==> src/rtl/core/pidp_pkg.sv <==
// ----------------------------------------------------------------------------
// pidp_pkg
// shared widths, register indexes, controller states and command/status types
// ----------------------------------------------------------------------------
package pidp_pkg;

	localparam int POS_W    = 16;
	localparam int ERR_W    = 17;
	localparam int GAIN_W   = 32;
	localparam int FRAC_W   = 17;
	localparam int LIM_W    = 16;
	localparam int FILT_W   = 36;
	localparam int INTEG_W  = 48;
	localparam int PTERM_W  = 51;
	localparam int U_W      = 54;
	localparam int USAT_W   = 34;
	localparam int MUL_A_W  = 36;
	localparam int MUL_B_W  = 32;
	localparam int MUL_P_W  = MUL_A_W + MUL_B_W;
	localparam int DIV_N_W  = 32;
	localparam int CFG_IDX_W = 4;
	localparam int CFG_DAT_W = 32;

	localparam logic [FRAC_W-1:0] ONE_Q16 = 17'h10000;

	localparam logic [CFG_IDX_W-1:0] REG_KP       = 4'd0;
	localparam logic [CFG_IDX_W-1:0] REG_KI       = 4'd1;
	localparam logic [CFG_IDX_W-1:0] REG_KD       = 4'd2;
	localparam logic [CFG_IDX_W-1:0] REG_ALPHA    = 4'd3;
	localparam logic [CFG_IDX_W-1:0] REG_LIMIT    = 4'd4;
	localparam logic [CFG_IDX_W-1:0] REG_Q_ENTER  = 4'd5;
	localparam logic [CFG_IDX_W-1:0] REG_Q_EXIT   = 4'd6;
	localparam logic [CFG_IDX_W-1:0] REG_DUTY_MAX = 4'd7;

	localparam logic [GAIN_W-1:0] KP_RST       = 32'd65536;
	localparam logic [GAIN_W-1:0] KI_RST       = 32'd0;
	localparam logic [GAIN_W-1:0] KD_RST       = 32'd0;
	localparam logic [FRAC_W-1:0] ALPHA_RST    = 17'd65536;
	localparam logic [LIM_W-1:0]  LIMIT_RST    = 16'd1000;
	localparam logic [LIM_W-1:0]  Q_ENTER_RST  = 16'd0;
	localparam logic [LIM_W-1:0]  Q_EXIT_RST   = 16'd0;
	localparam logic [FRAC_W-1:0] DUTY_MAX_RST = 17'd6554;

	typedef enum logic [1:0] {
		OP_FILT,
		OP_PROP,
		OP_DERIV,
		OP_INTEG
	} op_t;

	typedef enum logic [3:0] {
		ST_IDLE,
		ST_PREP,
		ST_MUL_F,
		ST_MUL_P,
		ST_MUL_D,
		ST_MUL_I,
		ST_SAT,
		ST_DIV,
		ST_FINISH
	} state_t;

	typedef struct packed {
		logic load;
		logic mul_start;
		op_t  start_op;
		logic cap;
		op_t  cap_op;
		logic sat;
		logic div_start;
		logic finish;
	} cmd_t;

	typedef struct packed {
		logic mul_done;
		logic div_done;
		logic out_free;
	} status_t;

endpackage

==> src/rtl/core/pidp_in_if.sv <==
// ----------------------------------------------------------------------------
// pidp_in_if
// input channel: reference and measured position with valid/ready
// ----------------------------------------------------------------------------
interface pidp_in_if;
	logic                              valid;
	logic                              ready;
	logic signed [pidp_pkg::POS_W-1:0] reference_position;
	logic signed [pidp_pkg::POS_W-1:0] measured_position;

	modport source (output valid, output reference_position, output measured_position,
		input ready);
	modport sink (input valid, input reference_position, input measured_position,
		output ready);
endinterface

==> src/rtl/core/pidp_out_if.sv <==
// ----------------------------------------------------------------------------
// pidp_out_if
// result channel: direction, duty, quiet flag and effort with valid/ready
// ----------------------------------------------------------------------------
interface pidp_out_if;
	logic                               valid;
	logic                               ready;
	logic                               phase_positive;
	logic [pidp_pkg::FRAC_W-1:0]        duty_fraction;
	logic                               quiet_active;
	logic signed [pidp_pkg::ERR_W-1:0]  effort;

	modport source (output valid, output phase_positive, output duty_fraction,
		output quiet_active, output effort, input ready);
	modport sink (input valid, input phase_positive, input duty_fraction,
		input quiet_active, input effort, output ready);
endinterface

==> src/rtl/core/pidp_mul.sv <==
// ----------------------------------------------------------------------------
// pidp_mul
// unsigned shift-add multiplier, one multiplier bit per cycle
// ----------------------------------------------------------------------------
module pidp_mul (
	input  logic                             clk,
	input  logic                             arst_n,
	input  logic                             start,
	input  logic [pidp_pkg::MUL_A_W-1:0]     a,
	input  logic [pidp_pkg::MUL_B_W-1:0]     b,
	output logic                             done,
	output logic [pidp_pkg::MUL_P_W-1:0]     prod
);

	localparam int CNT_W = $clog2(pidp_pkg::MUL_B_W);
	localparam logic [CNT_W-1:0] CNT_LAST = CNT_W'(pidp_pkg::MUL_B_W - 1);

	logic                          busy_q;
	logic                          done_q;
	logic [CNT_W-1:0]              cnt_q;
	logic [pidp_pkg::MUL_P_W-1:0]  acc_q;
	logic [pidp_pkg::MUL_P_W-1:0]  a_q;
	logic [pidp_pkg::MUL_B_W-1:0]  b_q;

	always_ff @(posedge clk or negedge arst_n) begin
		if (!arst_n) begin
			busy_q <= 1'b0;
			done_q <= 1'b0;
			cnt_q  <= '0;
		end else if (start) begin
			busy_q <= 1'b1;
			done_q <= 1'b0;
			cnt_q  <= '0;
		end else if (busy_q) begin
			cnt_q <= cnt_q + 1'b1;
			if (cnt_q == CNT_LAST) begin
				busy_q <= 1'b0;
				done_q <= 1'b1;
			end
		end else begin
			done_q <= 1'b0;
		end
	end

	always_ff @(posedge clk) begin
		if (start) begin
			acc_q <= '0;
			a_q   <= {{pidp_pkg::MUL_B_W{1'b0}}, a};
			b_q   <= b;
		end else if (busy_q) begin
			if (b_q[0]) begin
				acc_q <= acc_q + a_q;
			end
			a_q <= {a_q[pidp_pkg::MUL_P_W-2:0], 1'b0};
			b_q <= {1'b0, b_q[pidp_pkg::MUL_B_W-1:1]};
		end
	end

	assign done = done_q;
	assign prod = acc_q;

endmodule

==> src/rtl/core/pidp_div.sv <==
// ----------------------------------------------------------------------------
// pidp_div
// restoring divider, one quotient bit per cycle
// ----------------------------------------------------------------------------
module pidp_div (
	input  logic                           clk,
	input  logic                           arst_n,
	input  logic                           start,
	input  logic [pidp_pkg::DIV_N_W-1:0]   dividend,
	input  logic [pidp_pkg::LIM_W-1:0]     divisor,
	output logic                           done,
	output logic [pidp_pkg::DIV_N_W-1:0]   quotient
);

	localparam int CNT_W = $clog2(pidp_pkg::DIV_N_W);
	localparam logic [CNT_W-1:0] CNT_LAST = CNT_W'(pidp_pkg::DIV_N_W - 1);

	logic                          busy_q;
	logic                          done_q;
	logic [CNT_W-1:0]              cnt_q;
	logic [pidp_pkg::LIM_W-1:0]    rem_q;
	logic [pidp_pkg::LIM_W-1:0]    dsr_q;
	logic [pidp_pkg::DIV_N_W-1:0]  dvd_q;
	logic [pidp_pkg::LIM_W:0]      trial;
	logic                          ge;

	assign trial = {rem_q, dvd_q[pidp_pkg::DIV_N_W-1]};
	assign ge    = (trial >= {1'b0, dsr_q});

	always_ff @(posedge clk or negedge arst_n) begin
		if (!arst_n) begin
			busy_q <= 1'b0;
			done_q <= 1'b0;
			cnt_q  <= '0;
		end else if (start) begin
			busy_q <= 1'b1;
			done_q <= 1'b0;
			cnt_q  <= '0;
		end else if (busy_q) begin
			cnt_q <= cnt_q + 1'b1;
			if (cnt_q == CNT_LAST) begin
				busy_q <= 1'b0;
				done_q <= 1'b1;
			end
		end else begin
			done_q <= 1'b0;
		end
	end

	always_ff @(posedge clk) begin
		if (start) begin
			rem_q <= '0;
			dsr_q <= divisor;
			dvd_q <= dividend;
		end else if (busy_q) begin
			rem_q <= ge ? pidp_pkg::LIM_W'(trial - {1'b0, dsr_q}) : trial[pidp_pkg::LIM_W-1:0];
			dvd_q <= {dvd_q[pidp_pkg::DIV_N_W-2:0], ge};
		end
	end

	assign done     = done_q;
	assign quotient = dvd_q;

endmodule

==> src/rtl/core/pidp_datapath.sv <==
// ----------------------------------------------------------------------------
// pidp_datapath
// configuration, controller state, operand selection, result capture, output
// ----------------------------------------------------------------------------
module pidp_datapath (
	input  logic                                  clk,
	input  logic                                  arst_n,
	input  logic                                  cfg_we,
	input  logic [pidp_pkg::CFG_IDX_W-1:0]        cfg_index,
	input  logic [pidp_pkg::CFG_DAT_W-1:0]        cfg_data,
	input  logic signed [pidp_pkg::POS_W-1:0]     reference_position,
	input  logic signed [pidp_pkg::POS_W-1:0]     measured_position,
	input  pidp_pkg::cmd_t                        cmd,
	output pidp_pkg::status_t                     stat,
	input  logic                                  out_ready,
	output logic                                  out_valid,
	output logic                                  phase_positive,
	output logic [pidp_pkg::FRAC_W-1:0]           duty_fraction,
	output logic                                  quiet_active,
	output logic signed [pidp_pkg::ERR_W-1:0]     effort
);

	// configuration registers
	logic [pidp_pkg::GAIN_W-1:0] kp_q, ki_q, kd_q;
	logic [pidp_pkg::FRAC_W-1:0] alpha_q, duty_max_q;
	logic [pidp_pkg::LIM_W-1:0]  limit_q, q_enter_q, q_exit_q;

	always_ff @(posedge clk or negedge arst_n) begin
		if (!arst_n) begin
			kp_q       <= pidp_pkg::KP_RST;
			ki_q       <= pidp_pkg::KI_RST;
			kd_q       <= pidp_pkg::KD_RST;
			alpha_q    <= pidp_pkg::ALPHA_RST;
			limit_q    <= pidp_pkg::LIMIT_RST;
			q_enter_q  <= pidp_pkg::Q_ENTER_RST;
			q_exit_q   <= pidp_pkg::Q_EXIT_RST;
			duty_max_q <= pidp_pkg::DUTY_MAX_RST;
		end else if (cfg_we) begin
			unique case (cfg_index)
				pidp_pkg::REG_KP:       kp_q       <= cfg_data;
				pidp_pkg::REG_KI:       ki_q       <= cfg_data;
				pidp_pkg::REG_KD:       kd_q       <= cfg_data;
				pidp_pkg::REG_ALPHA:    alpha_q    <= cfg_data[pidp_pkg::FRAC_W-1:0];
				pidp_pkg::REG_LIMIT:    limit_q    <= cfg_data[pidp_pkg::LIM_W-1:0];
				pidp_pkg::REG_Q_ENTER:  q_enter_q  <= cfg_data[pidp_pkg::LIM_W-1:0];
				pidp_pkg::REG_Q_EXIT:   q_exit_q   <= cfg_data[pidp_pkg::LIM_W-1:0];
				pidp_pkg::REG_DUTY_MAX: duty_max_q <= cfg_data[pidp_pkg::FRAC_W-1:0];
				default: ;
			endcase
		end
	end

	logic [pidp_pkg::FRAC_W-1:0] alpha_eff, dmax_eff;
	logic [pidp_pkg::LIM_W-1:0]  limit_eff;

	assign alpha_eff = (alpha_q > pidp_pkg::ONE_Q16) ? pidp_pkg::ONE_Q16 : alpha_q;
	assign dmax_eff  = (duty_max_q > pidp_pkg::ONE_Q16) ? pidp_pkg::ONE_Q16 : duty_max_q;
	assign limit_eff = (limit_q == '0) ? pidp_pkg::LIM_W'(1) : limit_q;

	// per-item and loop state
	logic signed [pidp_pkg::ERR_W-1:0]   e_q, d_q;
	logic [pidp_pkg::ERR_W-1:0]          abs_e_q;
	logic signed [pidp_pkg::POS_W-1:0]   prev_pos_q;
	logic                                quiet_q, dir_q;
	logic signed [pidp_pkg::FILT_W-1:0]  f_q;
	logic signed [pidp_pkg::INTEG_W-1:0] integ_q, ni_q;
	logic signed [pidp_pkg::PTERM_W-1:0] p_q;
	logic signed [pidp_pkg::U_W-1:0]     u_q;
	logic signed [pidp_pkg::USAT_W-1:0]  usat_q;

	function automatic logic signed [pidp_pkg::ERR_W-1:0] ERR_W_sx(
		input logic signed [pidp_pkg::POS_W-1:0] v);
		ERR_W_sx = {v[pidp_pkg::POS_W-1], v};
	endfunction

	// load
	logic signed [pidp_pkg::ERR_W-1:0] e_new, d_new;
	logic [pidp_pkg::ERR_W-1:0]        abs_e_new;
	logic                              quiet_new;

	assign e_new = ERR_W_sx(reference_position) - ERR_W_sx(measured_position);
	assign d_new = ERR_W_sx(measured_position) - ERR_W_sx(prev_pos_q);
	assign abs_e_new = e_new[pidp_pkg::ERR_W-1] ? pidp_pkg::ERR_W'(-e_new) : e_new;
	assign quiet_new = quiet_q ? !(abs_e_new > {1'b0, q_exit_q})
	                           : (abs_e_new < {1'b0, q_enter_q});

	// filter difference and magnitudes
	logic signed [pidp_pkg::FILT_W:0] diff;
	logic                             diff_neg;
	logic [pidp_pkg::FILT_W:0]        diff_abs;
	logic [pidp_pkg::FILT_W-1:0]      f_abs;
	logic [pidp_pkg::GAIN_W-1:0]      f_mag;

	assign diff = {{4{d_q[pidp_pkg::ERR_W-1]}}, d_q, 16'b0} - {f_q[pidp_pkg::FILT_W-1], f_q};
	assign diff_neg = diff[pidp_pkg::FILT_W];
	assign diff_abs = diff_neg ? (pidp_pkg::FILT_W+1)'(-diff) : diff;
	assign f_abs = f_q[pidp_pkg::FILT_W-1] ? pidp_pkg::FILT_W'(-f_q) : f_q;
	assign f_mag = (f_abs[pidp_pkg::FILT_W-1:pidp_pkg::GAIN_W] != '0) ? '1
	             : f_abs[pidp_pkg::GAIN_W-1:0];

	// shared multiplier
	logic [pidp_pkg::MUL_A_W-1:0] mul_a;
	logic [pidp_pkg::MUL_B_W-1:0] mul_b;
	logic [pidp_pkg::MUL_P_W-1:0] mul_prod;
	logic                         mul_done;

	always_comb begin
		unique case (cmd.start_op)
			pidp_pkg::OP_FILT: begin
				mul_a = diff_abs[pidp_pkg::MUL_A_W-1:0];
				mul_b = {15'b0, alpha_eff};
			end
			pidp_pkg::OP_PROP: begin
				mul_a = {4'b0, kp_q};
				mul_b = {15'b0, abs_e_q};
			end
			pidp_pkg::OP_DERIV: begin
				mul_a = {4'b0, f_mag};
				mul_b = kd_q;
			end
			pidp_pkg::OP_INTEG: begin
				mul_a = {4'b0, ki_q};
				mul_b = {15'b0, abs_e_q};
			end
			default: begin
				mul_a = '0;
				mul_b = '0;
			end
		endcase
	end

	pidp_mul u_mul (
		.clk    (clk),
		.arst_n (arst_n),
		.start  (cmd.mul_start),
		.a      (mul_a),
		.b      (mul_b),
		.done   (mul_done),
		.prod   (mul_prod)
	);

	// capture terms
	logic [pidp_pkg::MUL_P_W-1:0]         f_step_full;
	logic [pidp_pkg::FILT_W+1:0]          f_step;
	logic signed [pidp_pkg::FILT_W+1:0]   f_next;
	logic signed [pidp_pkg::PTERM_W-1:0]  ep_prod;
	logic [pidp_pkg::INTEG_W:0]           d_mag;
	logic signed [pidp_pkg::INTEG_W+1:0]  d_term;
	logic signed [pidp_pkg::U_W-1:0]      u_new;
	logic signed [pidp_pkg::PTERM_W:0]    ni_full;
	logic signed [pidp_pkg::INTEG_W-1:0]  ni_sat;

	// floor of the signed product over 2^16: negative values round away from zero
	assign f_step_full = diff_neg ? ((mul_prod + pidp_pkg::MUL_P_W'(16'hFFFF)) >> 16)
	                              : (mul_prod >> 16);
	assign f_step = f_step_full[pidp_pkg::FILT_W+1:0];
	assign f_next = {{2{f_q[pidp_pkg::FILT_W-1]}}, f_q}
	              + (diff_neg ? (pidp_pkg::FILT_W+2)'(-f_step) : f_step);

	assign ep_prod = e_q[pidp_pkg::ERR_W-1] ? pidp_pkg::PTERM_W'(-mul_prod[pidp_pkg::PTERM_W-1:0])
	                                        : mul_prod[pidp_pkg::PTERM_W-1:0];

	assign d_mag  = mul_prod[pidp_pkg::INTEG_W+16:16];
	assign d_term = f_q[pidp_pkg::FILT_W-1] ? -$signed({1'b0, d_mag}) : $signed({1'b0, d_mag});
	assign u_new  = pidp_pkg::U_W'(p_q) + pidp_pkg::U_W'(integ_q) - pidp_pkg::U_W'(d_term);

	assign ni_full = (pidp_pkg::PTERM_W+1)'(integ_q) + (pidp_pkg::PTERM_W+1)'(ep_prod);
	always_comb begin
		if (ni_full[pidp_pkg::PTERM_W:pidp_pkg::INTEG_W-1] == '0
		    || ni_full[pidp_pkg::PTERM_W:pidp_pkg::INTEG_W-1] == '1) begin
			ni_sat = ni_full[pidp_pkg::INTEG_W-1:0];
		end else if (ni_full[pidp_pkg::PTERM_W]) begin
			ni_sat = {1'b1, {(pidp_pkg::INTEG_W-1){1'b0}}};
		end else begin
			ni_sat = {1'b0, {(pidp_pkg::INTEG_W-1){1'b1}}};
		end
	end

	// saturation against the limit
	logic signed [pidp_pkg::U_W-1:0]    lim_q16;
	logic                               over_hi, over_lo, integ_ok;
	logic signed [pidp_pkg::USAT_W-1:0] usat_new;
	logic [pidp_pkg::USAT_W-1:0]        usat_abs;

	assign lim_q16  = pidp_pkg::U_W'({limit_eff, 16'b0});
	assign over_hi  = (u_q > lim_q16);
	assign over_lo  = (u_q < -lim_q16);
	assign usat_new = over_hi ? lim_q16[pidp_pkg::USAT_W-1:0]
	                : over_lo ? pidp_pkg::USAT_W'(-lim_q16) : u_q[pidp_pkg::USAT_W-1:0];
	assign usat_abs = usat_new[pidp_pkg::USAT_W-1] ? pidp_pkg::USAT_W'(-usat_new) : usat_new;
	assign integ_ok = (!over_hi && !over_lo)
	               || (over_hi && e_q[pidp_pkg::ERR_W-1])
	               || (over_lo && !e_q[pidp_pkg::ERR_W-1] && (e_q != '0));

	// duty divider
	logic [pidp_pkg::DIV_N_W-1:0] quotient;
	logic                         div_done;

	pidp_div u_div (
		.clk      (clk),
		.arst_n   (arst_n),
		.start    (cmd.div_start),
		.dividend (usat_abs[pidp_pkg::DIV_N_W-1:0]),
		.divisor  (limit_eff),
		.done     (div_done),
		.quotient (quotient)
	);

	// state registers
	always_ff @(posedge clk or negedge arst_n) begin
		if (!arst_n) begin
			prev_pos_q <= '0;
			quiet_q    <= 1'b0;
			dir_q      <= 1'b0;
			f_q        <= '0;
			integ_q    <= '0;
		end else begin
			if (cmd.load) begin
				prev_pos_q <= measured_position;
				quiet_q    <= quiet_new;
			end
			if (cmd.cap && cmd.cap_op == pidp_pkg::OP_FILT) begin
				f_q <= f_next[pidp_pkg::FILT_W-1:0];
			end
			if (cmd.sat) begin
				if (quiet_q) begin
					integ_q <= '0;
				end else begin
					dir_q <= usat_new[pidp_pkg::USAT_W-1];
					if (integ_ok) begin
						integ_q <= ni_q;
					end
				end
			end
		end
	end

	always_ff @(posedge clk) begin
		if (cmd.load) begin
			e_q     <= e_new;
			d_q     <= d_new;
			abs_e_q <= abs_e_new;
		end
		if (cmd.cap) begin
			unique case (cmd.cap_op)
				pidp_pkg::OP_PROP:  p_q  <= ep_prod;
				pidp_pkg::OP_DERIV: u_q  <= u_new;
				pidp_pkg::OP_INTEG: ni_q <= ni_sat;
				default: ;
			endcase
		end
		if (cmd.sat) begin
			usat_q <= usat_new;
		end
	end

	// output register
	logic [pidp_pkg::USAT_W-1:0]  out_abs;
	logic [pidp_pkg::ERR_W-1:0]   eff_mag;
	logic [pidp_pkg::FRAC_W-1:0]  duty_q17;
	logic                         out_valid_q;

	assign out_abs  = usat_q[pidp_pkg::USAT_W-1] ? pidp_pkg::USAT_W'(-usat_q) : usat_q;
	assign eff_mag  = out_abs[pidp_pkg::ERR_W+15:16];
	assign duty_q17 = (quotient[pidp_pkg::DIV_N_W-1:pidp_pkg::FRAC_W] != '0
	                   || quotient[pidp_pkg::FRAC_W-1:0] > dmax_eff)
	                ? dmax_eff : quotient[pidp_pkg::FRAC_W-1:0];

	always_ff @(posedge clk or negedge arst_n) begin
		if (!arst_n) begin
			out_valid_q <= 1'b0;
		end else if (cmd.finish) begin
			out_valid_q <= 1'b1;
		end else if (out_ready) begin
			out_valid_q <= 1'b0;
		end
	end

	always_ff @(posedge clk) begin
		if (cmd.finish) begin
			phase_positive <= dir_q;
			quiet_active   <= quiet_q;
			duty_fraction  <= quiet_q ? '0 : duty_q17;
			effort         <= quiet_q ? '0
			                : usat_q[pidp_pkg::USAT_W-1] ? pidp_pkg::ERR_W'(-eff_mag) : eff_mag;
		end
	end

	assign out_valid     = out_valid_q;
	assign stat.mul_done = mul_done;
	assign stat.div_done = div_done;
	assign stat.out_free = !out_valid_q || out_ready;

endmodule

==> src/rtl/core/pidp_ctrl.sv <==
// ----------------------------------------------------------------------------
// pidp_ctrl
// sequencer: load, four multiplies, saturate, divide, hand over the result
// ----------------------------------------------------------------------------
module pidp_ctrl (
	input  logic               clk,
	input  logic               arst_n,
	input  logic               in_valid,
	output logic               in_ready,
	input  pidp_pkg::status_t  stat,
	output pidp_pkg::cmd_t     cmd
);

	pidp_pkg::state_t state_q, state_d;

	always_ff @(posedge clk or negedge arst_n) begin
		if (!arst_n) begin
			state_q <= pidp_pkg::ST_IDLE;
		end else begin
			state_q <= state_d;
		end
	end

	always_comb begin
		state_d = state_q;
		unique case (state_q)
			pidp_pkg::ST_IDLE:   if (in_valid) state_d = pidp_pkg::ST_PREP;
			pidp_pkg::ST_PREP:   state_d = pidp_pkg::ST_MUL_F;
			pidp_pkg::ST_MUL_F:  if (stat.mul_done) state_d = pidp_pkg::ST_MUL_P;
			pidp_pkg::ST_MUL_P:  if (stat.mul_done) state_d = pidp_pkg::ST_MUL_D;
			pidp_pkg::ST_MUL_D:  if (stat.mul_done) state_d = pidp_pkg::ST_MUL_I;
			pidp_pkg::ST_MUL_I:  if (stat.mul_done) state_d = pidp_pkg::ST_SAT;
			pidp_pkg::ST_SAT:    state_d = pidp_pkg::ST_DIV;
			pidp_pkg::ST_DIV:    if (stat.div_done) state_d = pidp_pkg::ST_FINISH;
			pidp_pkg::ST_FINISH: if (stat.out_free) state_d = pidp_pkg::ST_IDLE;
			default:             state_d = pidp_pkg::ST_IDLE;
		endcase
	end

	always_comb begin
		cmd          = '0;
		cmd.start_op = pidp_pkg::OP_FILT;
		cmd.cap_op   = pidp_pkg::OP_FILT;
		in_ready     = 1'b0;
		unique case (state_q)
			pidp_pkg::ST_IDLE: begin
				in_ready = 1'b1;
				cmd.load = in_valid;
			end
			pidp_pkg::ST_PREP: begin
				cmd.mul_start = 1'b1;
			end
			pidp_pkg::ST_MUL_F: begin
				cmd.cap           = stat.mul_done;
				cmd.mul_start     = stat.mul_done;
				cmd.start_op      = pidp_pkg::OP_PROP;
			end
			pidp_pkg::ST_MUL_P: begin
				cmd.cap           = stat.mul_done;
				cmd.cap_op        = pidp_pkg::OP_PROP;
				cmd.mul_start     = stat.mul_done;
				cmd.start_op      = pidp_pkg::OP_DERIV;
			end
			pidp_pkg::ST_MUL_D: begin
				cmd.cap           = stat.mul_done;
				cmd.cap_op        = pidp_pkg::OP_DERIV;
				cmd.mul_start     = stat.mul_done;
				cmd.start_op      = pidp_pkg::OP_INTEG;
			end
			pidp_pkg::ST_MUL_I: begin
				cmd.cap           = stat.mul_done;
				cmd.cap_op        = pidp_pkg::OP_INTEG;
			end
			pidp_pkg::ST_SAT: begin
				cmd.sat       = 1'b1;
				cmd.div_start = 1'b1;
			end
			pidp_pkg::ST_DIV: ;
			pidp_pkg::ST_FINISH: begin
				cmd.finish = stat.out_free;
			end
			default: ;
		endcase
	end

endmodule

==> src/rtl/core/pid_position_controller_pwm.sv <==
// ----------------------------------------------------------------------------
// pid_position_controller_pwm
// position PID with filtered derivative on measurement, anti-windup,
// hysteretic deadband and sign/magnitude PWM duty output
// ----------------------------------------------------------------------------
//
//  channel   dir   handshake        contents
//  in_ch     in    valid/ready      reference_position, measured_position
//  out_ch    out   valid/ready      phase_positive, duty_fraction,
//                                   quiet_active, effort
//  cfg       in    cfg_we only      cfg_index, cfg_data (no read-back)
//
//  an item goes from transfer to result valid through the load, four
//  passes of the shared shift-add multiplier, the saturate state, the
//  divide and the output load; the sequencer takes items one at a time;
//  in_ch.ready is high only while the sequencer is idle
//  a result waits in the output register while the next item is taken; the
//  sequencer holds in its final state until that register is free
//  arst_n clears the loop state, the registers to their defaults, no output
//
module pid_position_controller_pwm (
	input  logic                              clk,
	input  logic                              arst_n,
	pidp_in_if.sink                           in_ch,
	pidp_out_if.source                        out_ch,
	input  logic                              cfg_we,
	input  logic [pidp_pkg::CFG_IDX_W-1:0]    cfg_index,
	input  logic [pidp_pkg::CFG_DAT_W-1:0]    cfg_data
);

	pidp_pkg::cmd_t    cmd;     // sequencer commands to the datapath
	pidp_pkg::status_t stat;    // unit done flags and output register state

	// sequencer
	pidp_ctrl u_ctrl (
		.clk      (clk),
		.arst_n   (arst_n),
		.in_valid (in_ch.valid),
		.in_ready (in_ch.ready),
		.stat     (stat),
		.cmd      (cmd)
	);

	// arithmetic, loop state, configuration and output register
	pidp_datapath u_dp (
		.clk                (clk),
		.arst_n             (arst_n),
		.cfg_we             (cfg_we),
		.cfg_index          (cfg_index),
		.cfg_data           (cfg_data),
		.reference_position (in_ch.reference_position),
		.measured_position  (in_ch.measured_position),
		.cmd                (cmd),
		.stat               (stat),
		.out_ready          (out_ch.ready),
		.out_valid          (out_ch.valid),
		.phase_positive     (out_ch.phase_positive),
		.duty_fraction      (out_ch.duty_fraction),
		.quiet_active       (out_ch.quiet_active),
		.effort             (out_ch.effort)
	);

endmodule
==> src/flat_wrapper.sv <==
// flat-port wrapper written by rule: the top's interface ports become plain ports
module pid_position_controller_pwm_flat 
  (clk, arst_n, cfg_we, cfg_index, cfg_data, in_ch_valid, in_ch_reference_position, in_ch_measured_position, in_ch_ready, out_ch_valid, out_ch_phase_positive, out_ch_duty_fraction, out_ch_quiet_active, out_ch_effort, out_ch_ready);
  pidp_in_if in_ch_i ();
  pidp_out_if out_ch_i ();
  input  logic clk;
  input  logic arst_n;
  input  logic cfg_we;
  input  logic [pidp_pkg::CFG_IDX_W-1:0] cfg_index;
  input  logic [pidp_pkg::CFG_DAT_W-1:0] cfg_data;
  input wire logic [$bits(in_ch_i.valid)-1:0] in_ch_valid;
  input wire logic [$bits(in_ch_i.reference_position)-1:0] in_ch_reference_position;
  input wire logic [$bits(in_ch_i.measured_position)-1:0] in_ch_measured_position;
  output wire logic [$bits(in_ch_i.ready)-1:0] in_ch_ready;
  output wire logic [$bits(out_ch_i.valid)-1:0] out_ch_valid;
  output wire logic [$bits(out_ch_i.phase_positive)-1:0] out_ch_phase_positive;
  output wire logic [$bits(out_ch_i.duty_fraction)-1:0] out_ch_duty_fraction;
  output wire logic [$bits(out_ch_i.quiet_active)-1:0] out_ch_quiet_active;
  output wire logic [$bits(out_ch_i.effort)-1:0] out_ch_effort;
  input wire logic [$bits(out_ch_i.ready)-1:0] out_ch_ready;
  assign in_ch_i.valid = in_ch_valid;
  assign in_ch_i.reference_position = in_ch_reference_position;
  assign in_ch_i.measured_position = in_ch_measured_position;
  assign in_ch_ready = in_ch_i.ready;
  assign out_ch_valid = out_ch_i.valid;
  assign out_ch_phase_positive = out_ch_i.phase_positive;
  assign out_ch_duty_fraction = out_ch_i.duty_fraction;
  assign out_ch_quiet_active = out_ch_i.quiet_active;
  assign out_ch_effort = out_ch_i.effort;
  assign out_ch_i.ready = out_ch_ready;
  pid_position_controller_pwm u_core (.clk(clk), .arst_n(arst_n), .in_ch(in_ch_i), .out_ch(out_ch_i), .cfg_we(cfg_we), .cfg_index(cfg_index), .cfg_data(cfg_data));
endmodule
==> config.mk <==
export PLATFORM = sky130hd
export DESIGN_NAME = pid_position_controller_pwm_flat
export DESIGN_NICKNAME = d
export VERILOG_FILES = /design/src/rtl/core/pidp_pkg.sv /design/src/rtl/core/pidp_in_if.sv /design/src/rtl/core/pidp_out_if.sv /design/src/rtl/core/pidp_mul.sv /design/src/rtl/core/pidp_div.sv /design/src/rtl/core/pidp_datapath.sv /design/src/rtl/core/pidp_ctrl.sv /design/src/rtl/core/pid_position_controller_pwm.sv /design/src/flat_wrapper.sv
export SDC_FILE = /design/constraint.sdc
export NUM_CORES = 2
export LEC_CHECK = 0
export BUFFER_PORTS_ARGS = -buffer_cell sky130_fd_sc_hd__buf_4
export CAP_MARGIN = 40
export CORE_AREA = 2 2 383 385
export CTS_CLUSTER_SIZE = 24
export DETAILED_ROUTE_END_ITERATION = 8
export DIE_AREA = 0 0 385 387
export GPL_TIMING_DRIVEN = 1
export PLACE_DENSITY_LB_ADDON = 0.3
export SYNTH_ARGS = -nofsm -noshare
export SYNTH_HDL_FRONTEND = slang
export SYNTH_SLANG_ARGS = --single-unit
==> constraint.sdc <==
create_clock -name clk -period 20.7 [get_ports clk]
set_clock_uncertainty 0.2 [all_clocks]
set_input_delay 2.07 -clock clk [delete_from_list [all_inputs] [get_ports clk]]
set_output_delay 2.07 -clock clk [all_outputs]
set_load 0.01 [all_outputs]
==> run metrics <==
post-synth top area share=between 20% and 30%; Nets=6,340; worst-margin pin slew=0.943 ns; syn_area_per_cell=between 9 and 10 sq um; residual DRC count=0; final WL=156,000 um; Max Clk Rate=124 MHz; Num CTS Buffers=88; Power Density=190 nW/um^2; Detailed Route Iter0 Violations=3,674; Starting Density=37.8%; CP arrival=approximately 8.4 ns; status=complete, no violations; Period Utilization, post-route=38.9%; Max-slew headroom=between 30% and 40%; Crit Path Category=reg -> reg; drt first pass iters=8; CTS tree=done; setup bufs post-CTS=0; final hold vios=0; proportion of layout cells with a drive suffix above 1=10.2%; post-synthesis compound-gate area fraction=18.1%; total die area=149,000 sq um; Worst Hold Class=reg -> reg; setup violators final=0; Die Ht=387 um; Post-synth ARST share=roughly 38%; initial antenna violation count=0; maximum VDD drop=0.103 mV; area grow syn2layout=11.0%; warnings from Yosys=0; PnR Total Power=11.5 mW; max-cap violations=0; switching part of the total=46.3%; EDFF count, synth=388; fillers=approximately 14,000; element type at the critical path end=flip-flop; # clock sinks=about 800; first-pass GRT wire length=244,000 um; most frequent cells in the layout=615 x nand2_1, 398 x a21oi_1, 390 x nor2_1; total track usage=approximately a fifth; area leader, netlist=edfxtp_1; crit path time final=8.06 ns; vias per cell=5.56; FP Rows=140; crit start category=flip-flop; setup TNS=0 ns; sequential share of power=25.0%; Final HPWL DP=117,000 um; Routed WL per cell=19.9 um; Area contributors post-synth=edfxtp_1 21%, dfrtp_1 13%, ha_1 8.9%, xnor2_1 5.9%, nand2_1 4.2%; DR vias=43,403; Mapped Area=about 55,000 sq um; post-cts repair resize count=0; Overflow after GRT=0; worst-path maximum fanout=14; clock buffer depth=3; Synth Register Bits=~800; Hold-fix buffers, CTS=0; clock root buffer=clkbuf_16; IO buf count=110; Simple-Gate Fraction of Synth Area=14.7%; xor and xnor fraction of the mapped netlist area=under 10%; latest clock arrival within the worst-skew pair=0.71 ns; Post-DRT Antenna Nets=0; n_diodes=0; clock transition at the registers of the reported paths=about 0.07 ns; Top FF cell, synth=edfxtp_1; total core area=145,000 sq um; register area share after synthesis=between 30% and 40%; IO Count=111; routability cong.=0.918; Comb pwr share=a little over 60%; CP required=approximately 21 ns; switching pwr=5.35 mW; largest family of logic cells by synthesized area=compound AO/OA/AOI/OAI gates; Int Power=6.19 mW; RSZ-0062 raised after global routing=false; vias in the first global route=42,115; Unique masters post-synth=100; mux cell area share after synthesis=between 4 and 5%; post-synthesis adder-cell area fraction=11.0%; most common cell after layout, fill and taps aside=nand2_1; largest net degree at the start of global routing=~110; Die X=385 um; fin. max-slew vios=0; Hold WS=around 0.26 ns; H-tree depth=3; leakage power=25.7 nW; Cells after Synth=5,831; clock network power share=between 10 and 15%
==> sequential cells by signal, indices dropped and copies added, names as in the netlist, 32 cells and up <==
name	count
u_core.u_dp.u_mul.b_q	32
u_core.u_dp.u_mul.prod	65
u_core.u_dp.integ_q	48
u_core.u_dp.u_mul.a_q	65
u_core.u_dp.usat_q	34
u_core.u_dp.ni_q	48
u_core.u_dp.u_q	53
u_core.u_dp.kp_q	32
u_core.u_dp.kd_q	32
u_core.u_dp.u_div.quotient	32
u_core.u_dp.ki_q	32
u_core.u_dp.f_q	36
u_core.u_dp.p_q	51
==> power by group through the flow <==
stage | combinational, mW | sequential, mW | clock, mW
after global placement | 6.80 | 2.90 | 0
after global routing | 7.80 | 2.94 | 1.75
final | 7.00 | 2.89 | 1.65
after detailed placement | 6.90 | 2.91 | 0
after CTS | 6.95 | 2.88 | 1.69
after floorplan | 5.35 | 2.63 | 0
==> per-layer routing <==
layer / share of wire, % / track usage [%] / vias to the layer above / wire [um]
met3: 4.9 / 2.60 / 182 / 7640
met5: 0 / 0 / - / 0
li1: - / - / 21047 / -
met1: 47 / 29.3 / 21112 / 73300
met2: 46 / 32.9 / 1062 / 71000
met4: 2.3 / 4.87 / 0 / 3580
==> synthesized netlist by cell type, types with 48 or more instances <==
cell type,n
mux2i_1,64
or3_1,57
a22o_1,49
o21a_1,51
dfxtp_1,110
a31oi_1,67
mux2_2,157
a21o_1,226
inv_1,269
nor4_1,54
nor3_1,94
edfxtp_1,388
nand2b_1,48
nand3_1,99
ha_1,389
clkbuf_1,259
nand4_1,92
a21oi_1,399
o21ai_0,387
fa_1,57
nor2_1,393
dfrtp_1,284
xnor2_1,371
nand2_1,619
xor2_1,191
==> worst max-delay path: stages, from the launching register on <==
cell,delay (ns)
dfxtp_1,0.56
nor2_2,0.25
nand2_1,0.11
or3_1,0.36
or2_1,0.26
or3_1,0.35
or3_4,0.36
or2_4,0.28
nand2b_4,0.15
or2_1,0.26
or3_1,0.36
or4_1,0.57
nand2_1,0.11
xor2_1,0.36
fa_1,0.49
ha_1,0.39
nand3_1,0.12
or2_2,0.11
o22ai_1,0.08
o41a_1,0.47
a21oi_1,0.29
o2111ai_1,0.17
a21o_1,0.22
and3_1,0.21
a41o_1,0.26
a2111oi_0,0.42
a21o_1,0.13
==> worst paths after layout <==
path	start	depth (start not counted)	to	slack (ns)
setup / recovery	u_core.u_dp.u_mul.prod[16]	26	u_core.u_dp.u_q[52]	12.64
hold / removal	u_core.u_dp.ni_q[26]	1	u_core.u_dp.integ_q[26]	0.26
setup reg to reg	u_core.u_dp.u_mul.prod[16]	26	u_core.u_dp.u_q[52]	12.64
hold reg to reg	u_core.u_dp.ni_q[26]	1	u_core.u_dp.integ_q[26]	0.26
max in group asynchronous	arst_n	4	u_core.u_dp.f_q[35]	16.82
min in group asynchronous	arst_n	1	u_core.u_dp.u_div.cnt_q[3]	1.25
==> metrics by stage <==
stage / util [%] / setup WS (ns) / std cells / area [sq um]
final: 42.0 / 12.64 / 7812 / 60800
after global routing: 42.0 / 12.04 / 7812 / 60800
after CTS: 42.0 / 12.66 / 7811 / 60800
after detailed placement: 39.9 / 12.25 / 7647 / 57800
after global placement: 39.7 / 12.24 / 7634 / 57500
after floorplan: - / 12.89 / 5840 / 54800
==> cell type report <==
type	count	area, sq um	share of cell area [%]
Clock buffer	117	2480	4.08
Inverter	272	1020	1.68
Clock inverter	47	552	0.907
Tap cell	1917	2400	3.94
Timing Repair Buffer	190	1570	2.58
Sequential cell	797	21400	35.1
Multi-Input combinational cell	4472	31400	51.7
==> cells by family after synthesis <==
logic type	Yosys count
AOI/OAI and AO/OA	1537
buffers and inverters	571
adders and majority gates	446
DFF	797
and+or+nand+nor	1696
muxes	221
xor gates and xnor gates	562
other	1
No activity file was read; power rests on OpenSTA's default activity.
